--- src/design/grbf_pkg.sv ---
// Shared types, constants and the power-of-two table of the Gaussian RBF neuron.
package grbf_pkg;

	localparam int EXP_TABLE_ENTRIES = 64;
	localparam int EXP_IDX_W = $clog2(EXP_TABLE_ENTRIES);
	localparam int SCALED_W = 28 + EXP_IDX_W;

	localparam int QUEUE_DEPTH = 4;
	localparam int QPTR_W = $clog2(QUEUE_DEPTH);
	localparam int QCNT_W = $clog2(QUEUE_DEPTH + 1);

	localparam int SUM_W = 40;
	localparam int BETA_W = 24;
	localparam int ACT_W = 17;

	localparam logic [SUM_W-1:0] SUM_MAX = '1;
	localparam logic [30:0] LOG2E_Q30 = 31'd1549082005;
	localparam logic [63:0] LN2_Q30 = 64'd744261118;
	localparam logic [63:0] ONE_Q30 = 64'd1 << 30;
	localparam logic [ACT_W-1:0] ACT_ONE = 17'd65536;

	typedef struct packed {
		logic signed [15:0] sample_value;
		logic signed [15:0] center_value;
		logic last_element;
	} sample_t;

	typedef struct packed {
		logic [ACT_W-1:0] activation;
		logic sum_saturated;
	} result_t;

	// One finished distance sum handed from the accumulator to the exponential unit.
	typedef struct packed {
		logic [SUM_W-1:0] distance_sum;
		logic clip_seen;
	} vec_sum_t;

	typedef struct packed {
		logic push;
		vec_sum_t entry;
	} queue_push_t;

	typedef struct packed {
		logic almost_full;
		logic full;
		logic not_empty;
	} queue_status_t;

	typedef logic [30:0] pow2_table_t [EXP_TABLE_ENTRIES + 1];

	// Entry i holds 2^-(i/EXP_TABLE_ENTRIES) in Q1.30, built from a truncated
	// alternating series for exp(-t) with integer arithmetic.
	function automatic pow2_table_t build_pow2_table();
		pow2_table_t tab;
		logic [63:0] t;
		logic [63:0] res;
		logic [63:0] term;
		for (int i = 0; i <= EXP_TABLE_ENTRIES; i++) begin
			t = (LN2_Q30 * 64'(i)) / EXP_TABLE_ENTRIES;
			res = ONE_Q30;
			term = ONE_Q30;
			for (int k = 1; k <= 14; k++) begin
				term = ((term * t) >> 30) / 64'(k);
				if ((k & 1) != 0) begin
					res = res - term;
				end else begin
					res = res + term;
				end
			end
			tab[i] = res[30:0];
		end
		tab[0] = ONE_Q30[30:0];
		tab[EXP_TABLE_ENTRIES] = ONE_Q30[31:1];
		return tab;
	endfunction

	localparam pow2_table_t POW2_TABLE = build_pow2_table();

endpackage

--- src/design/grbf_queue.sv ---
// Short queue of finished distance sums between the accumulator and the exponential unit.
module grbf_queue (
	input  logic                      clk,
	input  logic                      arst_n,
	input  grbf_pkg::queue_push_t     push_in,
	input  logic                      pop,
	output grbf_pkg::vec_sum_t        head,
	output grbf_pkg::queue_status_t   status
);
	import grbf_pkg::*;

	vec_sum_t            mem_q [QUEUE_DEPTH];
	logic [QPTR_W-1:0]   wr_ptr_q;
	logic [QPTR_W-1:0]   rd_ptr_q;
	logic [QCNT_W-1:0]   count_q;

	always_ff @(posedge clk) begin
		if (push_in.push) begin
			mem_q[wr_ptr_q] <= push_in.entry;
		end
	end

	always_ff @(posedge clk or negedge arst_n) begin
		if (!arst_n) begin
			wr_ptr_q <= '0;
			rd_ptr_q <= '0;
			count_q <= '0;
		end else begin
			if (push_in.push) begin
				wr_ptr_q <= wr_ptr_q + QPTR_W'(1);
			end
			if (pop) begin
				rd_ptr_q <= rd_ptr_q + QPTR_W'(1);
			end
			case ({push_in.push, pop})
				2'b10: count_q <= count_q + QCNT_W'(1);
				2'b01: count_q <= count_q - QCNT_W'(1);
				default: count_q <= count_q;
			endcase
		end
	end

	always_comb begin
		head = mem_q[rd_ptr_q];
		// One slot is held back for the element still in the squaring stage.
		status.almost_full = (count_q >= QCNT_W'(QUEUE_DEPTH - 1));
		status.full = (count_q == QCNT_W'(QUEUE_DEPTH));
		status.not_empty = (count_q != '0);
	end

endmodule

--- config.mk ---
export PLATFORM = sky130hd
export DESIGN_NAME = grbf_queue
export DESIGN_NICKNAME = d
export VERILOG_FILES = /design/src/design/grbf_pkg.sv /design/src/design/grbf_queue.sv
export SDC_FILE = /design/constraint.sdc
export NUM_CORES = 1
export LEC_CHECK = 0
export ABC_AREA = 1
export BUFFER_PORTS_ARGS = -buffer_cell sky130_fd_sc_hd__buf_2
export CAP_MARGIN = 25
export CORE_MARGIN = 5
export CORE_UTILIZATION = 25
export DETAILED_ROUTE_END_ITERATION = 7
export GPL_TIMING_DRIVEN = 0
export HOLD_SLACK_MARGIN = 0.05
export PLACE_DENSITY = 0.45
export SETUP_SLACK_MARGIN = 0.02
export SYNTH_ARGS = -nofsm -noshare
export SYNTH_HDL_FRONTEND = slang
export SYNTH_SLANG_ARGS = --single-unit
export TNS_END_PERCENT = 20
--- constraint.sdc ---
create_clock -name clk -period 1.8 [get_ports clk]
set_input_delay 0.18 -clock clk [delete_from_list [all_inputs] [get_ports clk]]
set_output_delay 0.18 -clock clk [all_outputs]
set_load 0.01 [all_outputs]
==> results.sh <==
export IMPL_status="finished clean"
export IMPL_htree_num_levels=4
export IMPL_finalSetupViolCount=0
export IMPL_grt_remaining_overflow=0
export IMPL_end_kind="output pin"
export IMPL_hold_viol=0
export IMPL_track_usage_pct=11.79
export IMPL_fin_tns_setup_ps=0
export IMPL_cellLeakagePower_nw=3.663
export IMPL_totalWireLength_um=17590
export IMPL_diodes=0
export IMPL_die_x_um=175.8
export IMPL_num_vias=4385
export IMPL_cts_tree="yes"
export IMPL_grt_pass1_vias=4689
export IMPL_grt_pass1_wl_um=27090
export IMPL_fin_crit_sh_pct=99.64
export IMPL_antenna_left=0
export IMPL_wl_per_cell_um=16.88
export IMPL_antenna_found_initial=0
export IMPL_tightestPinTransition_ps=489.2
export IMPL_fmax_ghz=0.5576
export IMPL_critical_path_required_ps=1620
export IMPL_layout_cells_non_filler=1042
export IMPL_area_growth_pct=32.39
export IMPL_numPlacedInstances=960
export IMPL_ios=89
export IMPL_drv_slew=0
export IMPL_total_power_mw=14.78
export IMPL_die_h_um=175.8
export IMPL_startpoint_type="flop"
export IMPL_clk_latency_ps=420
export IMPL_synth_top_area_cell="edfxtp_1"
export IMPL_syn_num_nets=579
export IMPL_fin_worst_skew_ps=13.07
export IMPL_port_buffers=87
export IMPL_regArea_um2=5101
export IMPL_synth_top_area_share_pct=71.63
export IMPL_clkTransAtPathRegs_ps=70
export IMPL_drtIter0Drc=213
export IMPL_viasPerCell=4.208
export IMPL_hold_path_class="input port to flop"
export IMPL_drive_gt1_share_pct=23.25
export IMPL_rows=60
export IMPL_core_um2=27030
export IMPL_p_per_area_nw_per_um2=1623
export IMPL_nNetsFinal=739
export IMPL_utilization_pct=33.68
export IMPL_synth_area_per_cell_um2=13.02
export IMPL_final_area_um2=9102
export IMPL_hpwl_um=11110
export IMPL_ys_seq_area_share_pct=74.18
export IMPL_dieArea_um2=30920
export IMPL_ir_drop_mv=0.6295
export IMPL_synthCells=528
export IMPL_rsz0062_at_grt="yes"
export IMPL_synth_cell_types=18
export IMPL_synth_seq_cells=171
export IMPL_grt_max_degree=27
export IMPL_multi_input_area_um2=1272
export IMPL_place_congestion=0.7455
export IMPL_period_needed_ps=1794
export IMPL_fillers=2666
export IMPL_arrival_ps=1610
export IMPL_max_cap_viol_count=0
export IMPL_critPathMaxFanout=10
export IMPL_clock_path_buffers=2
export IMPL_cts_sinks=171
export IMPL_placed_area_um2=7821
export IMPL_path_class="flop to output pin"
export IMPL_root_buffer="clkbuf_16"
export IMPL_yosys_top_cells_area="edfxtp_1, o211ai_1, nand2_1"
export IMPL_syn_cell_area_um2=6875
export IMPL_slew_headroom_pct=67.34
export IMPL_drc_errors=0
export IMPL_first_pass_iters=4
export IMPL_yosysWarnings=0
export IMPL_initial_core_util_pct=25.44
export IMPL_numCtsBuffers=17
-- stage by stage --
step                setup slack, ps  hold WS, ps
floorplan                    -75.63       -115.6
finish                        6.458        123.6
global route                 -96.35        113.9
detailed placement           -147.1        36.75
CTS                          -114.6        102.2
global placement             -945.3        24.81
-- power by group --
group          switching (mW)  leakage, nW  internal, mW
clock                    1.51        0.283          2.07
sequential              0.217         1.59          5.21
combinational            3.51         1.79          2.26
total                    5.24         3.66          9.54
-- per-layer routing --
| metal | vias to the layer above | track usage (%) | part of all wire, % |
|---|---|---|---|
| met4 | 0 | 2.632 | 0.77 |
| met1 | 2152 | 14.60 | 45 |
| met3 | 8 | 3.272 | 3.6 |
| li1 | 2150 | - | - |
| met2 | 75 | 20.58 | 51 |
| met5 | - | 0 | 0 |
-- what timing repair did --
action / 4_1_cts / 5_1_grt
hold buffers: 43 / 0
pin swaps: 16 / 46
endpoints found under the hold margin: 172 / 0
endpoints found under the setup margin: 89 / 67
setup buffers: 6 / 0
resized for setup: 41 / 28
gates cloned: 1 / 0
-- registers in the layout, summed over array words and instances (netlist names) --
signal,flops
wr_ptr_q,2
mem_q,164
rd_ptr_q,2
count_q,3
-- area by class of cell --
type / instances / area share, %
Sequential cell: 171 / 56.04
Multi-Input combinational cell: 233 / 13.98
Timing Repair Buffer: 141 / 11.22
Clock buffer: 21 / 5.278
Tap cell: 341 / 4.687
Inverter: 96 / 4.082
Buffer: 28 / 3.546
Clock inverter: 11 / 1.168
-- worst max-delay path: stages, from the launching register on --
cell and delay, ps:
dfrtp_2 450, buf_6 160, buf_6 150, o211ai_1 170
nand2_1 130, buf_6 150
-- cells by family after synthesis --
kind of cell	share of synthesized area, %
AO/OA/AOI/OAI	9.172
XOR/XNOR	0.5096
adder cells (fa/ha/maj)	1.201
buffers and inverters	7.316
flip-flops	74.18
AND/OR/NAND/NOR	7.625
-- cells in the mapped netlist --
cell        n
edfxtp_1  164
nand2_1   134
inv_1      95
o211ai_1   82
buf_2      21
dfrtp_1     7
ha_1        5
buf_4       3
o21ai_0     3
xor2_1      3
buf_1       2
clkbuf_1    2
nand3_1     2
fa_1        1
inv_2       1
nand4_1     1
nor3_1      1
xnor2_1     1
-- cells in the final DEF, fill, tap and decap left out --
cell type | netlist | routed
buf_12 | 0 | 8
buf_2 | 21 | 87
buf_4 | 3 | 7
buf_6 | 0 | 18
buf_8 | 0 | 2
bufinv_16 | 0 | 1
clkbuf_1 | 2 | 1
clkbuf_16 | 0 | 17
clkbuf_4 | 0 | 2
clkbuf_8 | 0 | 5
clkinv_2 | 0 | 2
clkinvlp_4 | 0 | 4
dfrtp_1 | 7 | 6
dfrtp_2 | 0 | 1
dlygate4sd3_1 | 0 | 43
edfxtp_1 | 164 | 164
fa_1 | 1 | 1
ha_1 | 5 | 5
inv_1 | 95 | 91
inv_2 | 1 | 1
inv_4 | 0 | 3
inv_6 | 0 | 5
nand2_1 | 134 | 134
nand3_1 | 2 | 2
nand4_1 | 1 | 1
nor3_1 | 1 | 1
o211ai_1 | 82 | 82
o21ai_0 | 3 | 3
xnor2_1 | 1 | 1
xor2_1 | 3 | 3
-- final timing paths --
kind,startpoint,endpoint,slack [ps],depth (start not counted)
setup / recovery,rd_ptr_q[0],head[21],6,5
hold / removal,push_in[41],wr_ptr_q[1],120,3
setup reg to reg,wr_ptr_q[0],mem_q[3][15],150,4
hold reg to reg,count_q[2],count_q[2],510,2
max in group asynchronous,arst_n,rd_ptr_q[0],1460,2
min in group asynchronous,arst_n,count_q[1],130,2
Note: power is estimated with default switching activity, not from simulation.
