<file path="config.mk">
export PLATFORM = sky130hd
export DESIGN_NAME = grbf_front
export DESIGN_NICKNAME = d
export VERILOG_FILES = /design/src/design/grbf_pkg.sv /design/src/design/grbf_front.sv
export SDC_FILE = /design/constraint.sdc
export NUM_CORES = 1
export LEC_CHECK = 0
export BUFFER_PORTS_ARGS = -buffer_cell sky130_fd_sc_hd__buf_4
export CORE_MARGIN = 5
export CORE_UTILIZATION = 50
export DETAILED_ROUTE_END_ITERATION = 16
export PLACE_DENSITY = 0.73
export REMOVE_ABC_BUFFERS = 1
export SLEW_MARGIN = 20
export SYNTH_ARGS = -nofsm -noshare
export SYNTH_HDL_FRONTEND = slang
export SYNTH_SLANG_ARGS = --single-unit
export TNS_END_PERCENT = 50
</file>
<file path="constraint.sdc">
create_clock -name clk -period 5.02 [get_ports clk]
set_clock_uncertainty 0.1 [all_clocks]
set_input_delay 0.251 -clock clk [delete_from_list [all_inputs] [get_ports clk]]
set_output_delay 0.251 -clock clk [all_outputs]
set_load 0.05 [all_outputs]
</file>
<file path="src/design/grbf_pkg.sv">
// Shared types, constants and the power-of-two table of the Gaussian RBF neuron.
package grbf_pkg;

	localparam int EXP_TABLE_ENTRIES = 64;
	localparam int EXP_IDX_W = $clog2(EXP_TABLE_ENTRIES);
	localparam int SCALED_W = 28 + EXP_IDX_W;

	localparam int QUEUE_DEPTH = 4;
	localparam int QPTR_W = $clog2(QUEUE_DEPTH);
	localparam int QCNT_W = $clog2(QUEUE_DEPTH + 1);

	localparam int SUM_W = 40;
	localparam int BETA_W = 24;
	localparam int ACT_W = 17;

	localparam logic [SUM_W-1:0] SUM_MAX = '1;
	localparam logic [30:0] LOG2E_Q30 = 31'd1549082005;
	localparam logic [63:0] LN2_Q30 = 64'd744261118;
	localparam logic [63:0] ONE_Q30 = 64'd1 << 30;
	localparam logic [ACT_W-1:0] ACT_ONE = 17'd65536;

	typedef struct packed {
		logic signed [15:0] sample_value;
		logic signed [15:0] center_value;
		logic last_element;
	} sample_t;

	typedef struct packed {
		logic [ACT_W-1:0] activation;
		logic sum_saturated;
	} result_t;

	// One finished distance sum handed from the accumulator to the exponential unit.
	typedef struct packed {
		logic [SUM_W-1:0] distance_sum;
		logic clip_seen;
	} vec_sum_t;

	typedef struct packed {
		logic push;
		vec_sum_t entry;
	} queue_push_t;

	typedef struct packed {
		logic almost_full;
		logic full;
		logic not_empty;
	} queue_status_t;

	typedef logic [30:0] pow2_table_t [EXP_TABLE_ENTRIES + 1];

	// Entry i holds 2^-(i/EXP_TABLE_ENTRIES) in Q1.30, built from a truncated
	// alternating series for exp(-t) with integer arithmetic.
	function automatic pow2_table_t build_pow2_table();
		pow2_table_t tab;
		logic [63:0] t;
		logic [63:0] res;
		logic [63:0] term;
		for (int i = 0; i <= EXP_TABLE_ENTRIES; i++) begin
			t = (LN2_Q30 * 64'(i)) / EXP_TABLE_ENTRIES;
			res = ONE_Q30;
			term = ONE_Q30;
			for (int k = 1; k <= 14; k++) begin
				term = ((term * t) >> 30) / 64'(k);
				if ((k & 1) != 0) begin
					res = res - term;
				end else begin
					res = res + term;
				end
			end
			tab[i] = res[30:0];
		end
		tab[0] = ONE_Q30[30:0];
		tab[EXP_TABLE_ENTRIES] = ONE_Q30[31:1];
		return tab;
	endfunction

	localparam pow2_table_t POW2_TABLE = build_pow2_table();

endpackage

</file>
<file path="src/design/grbf_front.sv">
// Front end: squares each element difference and accumulates the saturating distance sum.
module grbf_front (
	input  logic                    clk,
	input  logic                    arst_n,
	input  logic                    accept,
	input  grbf_pkg::sample_t       sample_data,
	output grbf_pkg::queue_push_t   push_out
);
	import grbf_pkg::*;

	logic                     valid_s1;
	logic [31:0]              sq_s1;
	logic                     last_s1;
	logic [SUM_W-1:0]         sum_q;
	logic                     clip_q;

	logic signed [16:0]       diff;
	logic [15:0]              mag;
	logic [SUM_W:0]           total;
	logic [SUM_W-1:0]         new_sum;
	logic                     new_clip;

	always_comb begin
		diff = 17'(sample_data.sample_value) - 17'(sample_data.center_value);
		mag = diff[16] ? 16'(-diff) : diff[15:0];
		total = {1'b0, sum_q} + (SUM_W + 1)'(sq_s1);
		new_sum = total[SUM_W] ? SUM_MAX : total[SUM_W-1:0];
		new_clip = clip_q | total[SUM_W];
	end

	always_ff @(posedge clk or negedge arst_n) begin
		if (!arst_n) begin
			valid_s1 <= 1'b0;
			last_s1 <= 1'b0;
		end else begin
			valid_s1 <= accept;
			last_s1 <= accept & sample_data.last_element;
		end
	end

	always_ff @(posedge clk) begin
		if (accept) begin
			sq_s1 <= 32'(mag) * 32'(mag);
		end
	end

	always_ff @(posedge clk or negedge arst_n) begin
		if (!arst_n) begin
			sum_q <= '0;
			clip_q <= 1'b0;
		end else if (valid_s1) begin
			if (last_s1) begin
				sum_q <= '0;
				clip_q <= 1'b0;
			end else begin
				sum_q <= new_sum;
				clip_q <= new_clip;
			end
		end
	end

	always_comb begin
		push_out.push = valid_s1 & last_s1;
		push_out.entry.distance_sum = new_sum;
		push_out.entry.clip_seen = new_clip;
	end

endmodule

</file>
==> results of run 1 <==
[path summary, 6_finish.rpt]
kind                                  end  slack, ns  depth (start not counted)
worst min-delay path              last_s1       0.04                          2
worst max register to register  sum_q[33]       0.72                         15
worst max-delay path            sq_s1[31]      -3.41                         41
worst min register to register  sum_q[22]       0.39                          1
min in group asynchronous        sum_q[0]       0.37                          2
max in group asynchronous       sum_q[13]       4.06                          2
[metal layers]
metal,vias to the layer above,wire length (um),GRT usage
li1,5471,-,-
met1,5597,14000,0.282
met2,371,17400,0.424
met3,73,1640,0.0256
met4,0,1040,0.0830
met5,-,0,0
[cell type report]
class | instances | area (um^2)
Multi-Input combinational cell | 1048 | 10300
Clock inverter | 7 | 141
Tap cell | 330 | 413
Fill cell | 1934 | 8110
Clock buffer | 9 | 225
Inverter | 305 | 1150
Sequential cell | 74 | 2010
Timing Repair Buffer | 379 | 2950
[Yosys cell counts (26+ instances only)]
cell type / count
a21o_1: 42
fa_1: 165
ha_1: 145
dfrtp_1: 43
a21oi_1: 70
edfxtp_1: 31
inv_1: 296
nand2_1: 132
xnor2_1: 57
nor2_1: 123
o21ai_0: 37
xor2_1: 26
[kinds of logic (layout without fill, tap and decap cells)]
logic type      count (synthesis)  in the layout  synth area share
flops                          74             74             0.156
mux                             9              9           0.00767
simple gates                  369            369             0.129
buf+inv                       337            700             0.100
xor+xnor                       86             86            0.0602
fa+ha+maj                     310            310             0.397
compound gates                274            274             0.150
[per-stage QoR]
| stage | worst slack, ns | cell area [um^2] | setup TNS (ns) |
|---|---|---|---|
| 5_1_grt | -3.68 | 17100 | -72.31 |
| 3_5_place_dp | -4.27 | 15600 | -82.89 |
| 3_3_place_gp | -4.00 | 15600 | -77.36 |
| 6_report | -3.41 | 17100 | -65.70 |
| 2_1_floorplan | -4.01 | 12700 | -76.29 |
| 4_1_cts | -3.22 | 16700 | -61.23 |
[registers in the layout, summed over array words and instances (netlist names)]
signal,flops
clip_q,1
last_s1,1
sq_s1,31
sum_q,40
valid_s1,1
[what timing repair did]
action,4_1_cts,5_1_grt
setup endpoints to repair,26,26
buffers inserted,37,20
hold buffers,1,0
endpoints found under the hold margin,43,0
pin swaps,129,50
gates resized for setup,119,70
cloned,1,0
==> flow_summary.yaml, run 1 <==
status:
  outcome: "finished, violations left"
  violations: "setup timing"
floorplanning:
  initial_utilization: 0.510
  die-height_um: 171
  std_cell_rows: 58
  die_area_mm2: 0.0291
  fp.dieW_um: 171
  core_area_mm2: 0.0253
  io_pins: 78
cells_and_area:
  area_delta_synth_final_pct: 33.1
  final_cell_mix: "buf_4 (355), inv_1 (272), fa_1 (158), ha_1 (128), nand2_1 (120)"
  final_layout_size_suffix_gt1_frac: 0.308
  fin_cells: 2152
  antenna_cells: 0
  fin_nets: 2163
  final_common_cell: "buf_4"
  finish.utilization: 0.679
timing:
  period_minus_slack_ns: 8.43
  setup_ws_ns: -3.41
  rsz0062_at_grt: "yes"
  max_slew_margin: 0.276
  finalCritPeriodShare: 1.68
  tightest_slew_ns: 1.08
  finalSetupViolations: 26
  fmax_mhz: 119
  report.final.slew_viol_count: 0
  whs_ns: 0.0398
  finalHoldViolCount: 0
global_route:
  grt_overflow: 0
  grt_pass1_wl_mm: 55.8
  track_usage: 0.232
  grt_pass1_vias: 12100
  antenna_found_initial: 0
  grt_max_degree: 44
synthesis:
  synth_cells: 1459
  ys_ff_latch: 74
  ys.flop_type: "dfrtp_1"
  ys_seq_area_frac: 0.156
  synth_top_area_cell: "fa_1"
  yosys_warnings: 0
  yosysTopAreaCellShare: 0.256
  ys_types: 77
  syn_avg_cell_area_um2: 8.83
  synth-edff-count: 31
  synth_area_leaders: "fa_1 (26%), ha_1 (14%), inv_1 (8.6%)"
  synth_area_mm2: 0.0129
  async_reset_ff_frac: 0.581
clock_network:
  cts_sinks: 74
  max-clock-path-buffers: 2
  cts_htree_levels: 3
  clkTransAtPathRegs_ns: 0.06
  cts_tree: "done"
  cts_made_buffers: 9
  cts_root_buf: "clkbuf_16"
  clk_latency_ns: 0.34
place:
  numPortBuffers: 77
  dp_cells: 2084
  gp_congestion: 0.930
  dp_hpwl_mm: 26.1
worst_setup_path:
  crit_required_ns: 5.01
  worstSetupEndpointType: "register"
  arrival_ns: 8.42
  critPathTopFamily: "adder cells"
  crit_buf_inv: 13
  path_class: "in2reg"
  critPathMaxFanout: 6
  cp-startpoint: "sample_data[1]"
  start_kind: "input port"
  r2r_start: "sq_s1[0]"
  slowest_stage: "fa_1"
  critPathMaxStageDelay_ns: 0.56
hold_path:
  holdCritPathClass: "in2reg"
  min_from: "sample_data[0]"
detailed_routing:
  first_iter_violations: 650
  antenna_left: 0
  wl_per_cell_um: 15.8
  drtPass1Iterations: 5
  routed_wl_mm: 34.0
  via_per_inst: 5.35
  vias: 11500
  drc: 0
run:
  max-cap-violations: 0
Power of run 1 is left out: the tool's default activity adds up to more than one toggle a clock period on the data nets, which glitch-free logic cannot reach.
==> run 2, diff against run 1 <==
==> constraint.sdc (replaced) <==
create_clock -name clk -period 5.02 [get_ports clk]
set_clock_uncertainty 0.1 [all_clocks]
set_input_delay 1.255 -clock clk [delete_from_list [all_inputs] [get_ports clk]]
set_output_delay 1.255 -clock clk [all_outputs]
set_load 0.05 [all_outputs]
==> run 2 against run 1 <==
Net effect:
- first-iteration DRC count is 11% higher
- routed wire length is 0.70% higher
- non-clock buffer count is 22 higher
- fmax is 9.7% lower
- critical path type unchanged
- the run still ends with setup timing left
- global-route usage is 0.31 points higher
- highest routed layer unchanged
==> flow_summary.yaml, run 2 (synthesis gave the netlist of run 1 again) <==
status:
  outcome: "finished, violations left"
  violations: "setup timing"
hold_path:
  holdCritPathClass: "reg2reg"
worst_setup_path:
  path_class: "in2reg"
  slowest_stage: "fa_1"
  worstSetupEndpointType: "register"
  critPathMaxFanout: 6
  worst_path_most_repeated_cell: "fa_1"
  arrival_ns: 9.33
  critPathMaxStageDelay_ns: 0.55
  start_kind: "input port"
  crit_required_ns: 5.01
clock_network:
  max-clock-path-buffers: 2
  cts_root_buf: "clkbuf_16"
  postCtsHoldBufs: 0
  cts_sinks: 74
  cts_htree_levels: 3
  cts_made_buffers: 9
  cts_tree: "done"
  clk_latency_ns: 0.33
  clkTransAtPathRegs_ns: 0.06
cells_and_area:
  final_cell_mix: "buf_4 (351), inv_1 (270), fa_1 (156), ha_1 (122), nand2_1 (114)"
  largest_reg_flops: 40
  fillers: 1789
  reg_top3: "sum_q (40), sq_s1 (31)"
  regMostFlops: "sum_q"
  fin_cells: 2174
  area_delta_synth_final_pct: 36.4
  final_layout_size_suffix_gt1_frac: 0.341
  fin_nets: 2185
  final_common_cell: "buf_4"
  antenna_cells: 0
floorplanning:
  die-height_um: 171
  io_pins: 78
  fp.dieW_um: 171
  core_area_mm2: 0.0253
  die_area_mm2: 0.0291
  std_cell_rows: 58
  initial_utilization: 0.510
timing:
  max_slew_margin: 0.466
  report.final.slew_viol_count: 0
  period_minus_slack_ns: 9.34
  whs_ns: 0.389
  setup_ws_ns: -4.32
  tightest_slew_ns: 0.798
  rsz0062_at_grt: "yes"
  finalHoldViolCount: 0
  finalCritPeriodShare: 1.86
  finalSetupViolations: 30
  fmax_mhz: 107
detailed_routing:
  first_iter_violations: 724
  drtPass1Iterations: 5
  via_per_inst: 5.35
  antenna_left: 0
  drc: 0
  routed_wl_mm: 34.3
  wl_per_cell_um: 15.8
  vias: 11600
global_route:
  antenna_found_initial: 0
  track_usage: 0.235
  grt_pass1_vias: 12500
  grt_max_degree: 44
  grt_pass1_wl_mm: 57.0
  grt_overflow: 0
place:
  numPortBuffers: 77
  dp_hpwl_mm: 26.3
  dp_cells: 2101
  gp_congestion: 0.948
  place_ws_ns: -5.22
run:
  max-cap-violations: 0
[run 2: cell count changes in the layout (fill, tap and decap cells not counted), moves of 3 or more]
| cell | previous run | this run |
|---|---|---|
| ha_1 | 128 | 122 |
| ha_2 | 4 | 9 |
| or2_4 | 0 | 3 |
| buf_4 | 355 | 351 |
| a21oi_2 | 11 | 19 |
| nand2_2 | 7 | 15 |
| nor2_4 | 6 | 22 |
| nor2_1 | 107 | 89 |
| a21oi_1 | 57 | 50 |
| buf_6 | 21 | 46 |
| nand2_1 | 120 | 114 |
[run 2: final timing paths]
| kind | from | endpoint | slack (ns) | cells past startpoint |
|---|---|---|---|---|
| hold reg to reg | sum_q[28] | sum_q[28] | 0.39 | 1 |
| setup reg to reg | sum_q[0] | sum_q[31] | 1.44 | 15 |
| min in group asynchronous | arst_n | sum_q[1] | 0.81 | 1 |
| setup / recovery | sample_data[8] | sq_s1[31] | -4.32 | 37 |
| hold / removal | sum_q[28] | sum_q[28] | 0.39 | 1 |
| max in group asynchronous | arst_n | sum_q[13] | 3.62 | 1 |
[run 2: cell type report]
| type | instances | area, um^2 | area share |
|---|---|---|---|
| Sequential cell | 74 | 2010 | 0.114 |
| Clock inverter | 7 | 93.8 | 0.00534 |
| Inverter | 305 | 1160 | 0.0661 |
| Timing Repair Buffer | 401 | 3220 | 0.183 |
| Multi-Input combinational cell | 1048 | 10500 | 0.595 |
| Clock buffer | 9 | 225 | 0.0128 |
| Tap cell | 330 | 413 | 0.0235 |
[run 2: through the flow]
step / area [um^2] / util / TNS [ns]
finish: 17600 / 0.696 / -94.31
global route: 17600 / 0.696 / -104.33
CTS: 17000 / 0.672 / -89.66
detailed placement: 15700 / 0.623 / -112.50
global placement: 15700 / 0.623 / -106.25
floorplan: 12700 / - / -104.59
[run 2: metal layers]
metal | wire [um] | GRT usage | up-vias
li1 | - | - | 5505
met2 | 17600 | 0.425 | 335
met1 | 13900 | 0.290 | 5701
met3 | 1500 | 0.0231 | 82
met4 | 1180 | 0.0903 | 0
met5 | 0 | 0 | -
[run 2: worst max-delay path, delay by kind of cell]
family | cells | cell delay, ns
buffers and inverters | 9 | 0.91
AOI/OAI and AO/OA | 12 | 2.41
adders and majority gates | 8 | 3.41
and+or+nand+nor | 5 | 0.74
xor gates and xnor gates | 3 | 0.58
[run 2: what timing repair did]
item                       CTS  global route
pin swaps                  110            84
gates resized for setup    149           137
gates cloned                 0             1
setup endpoints to repair   69            69
buffers inserted            46            20
Power of run 2 is left out for the same reason.
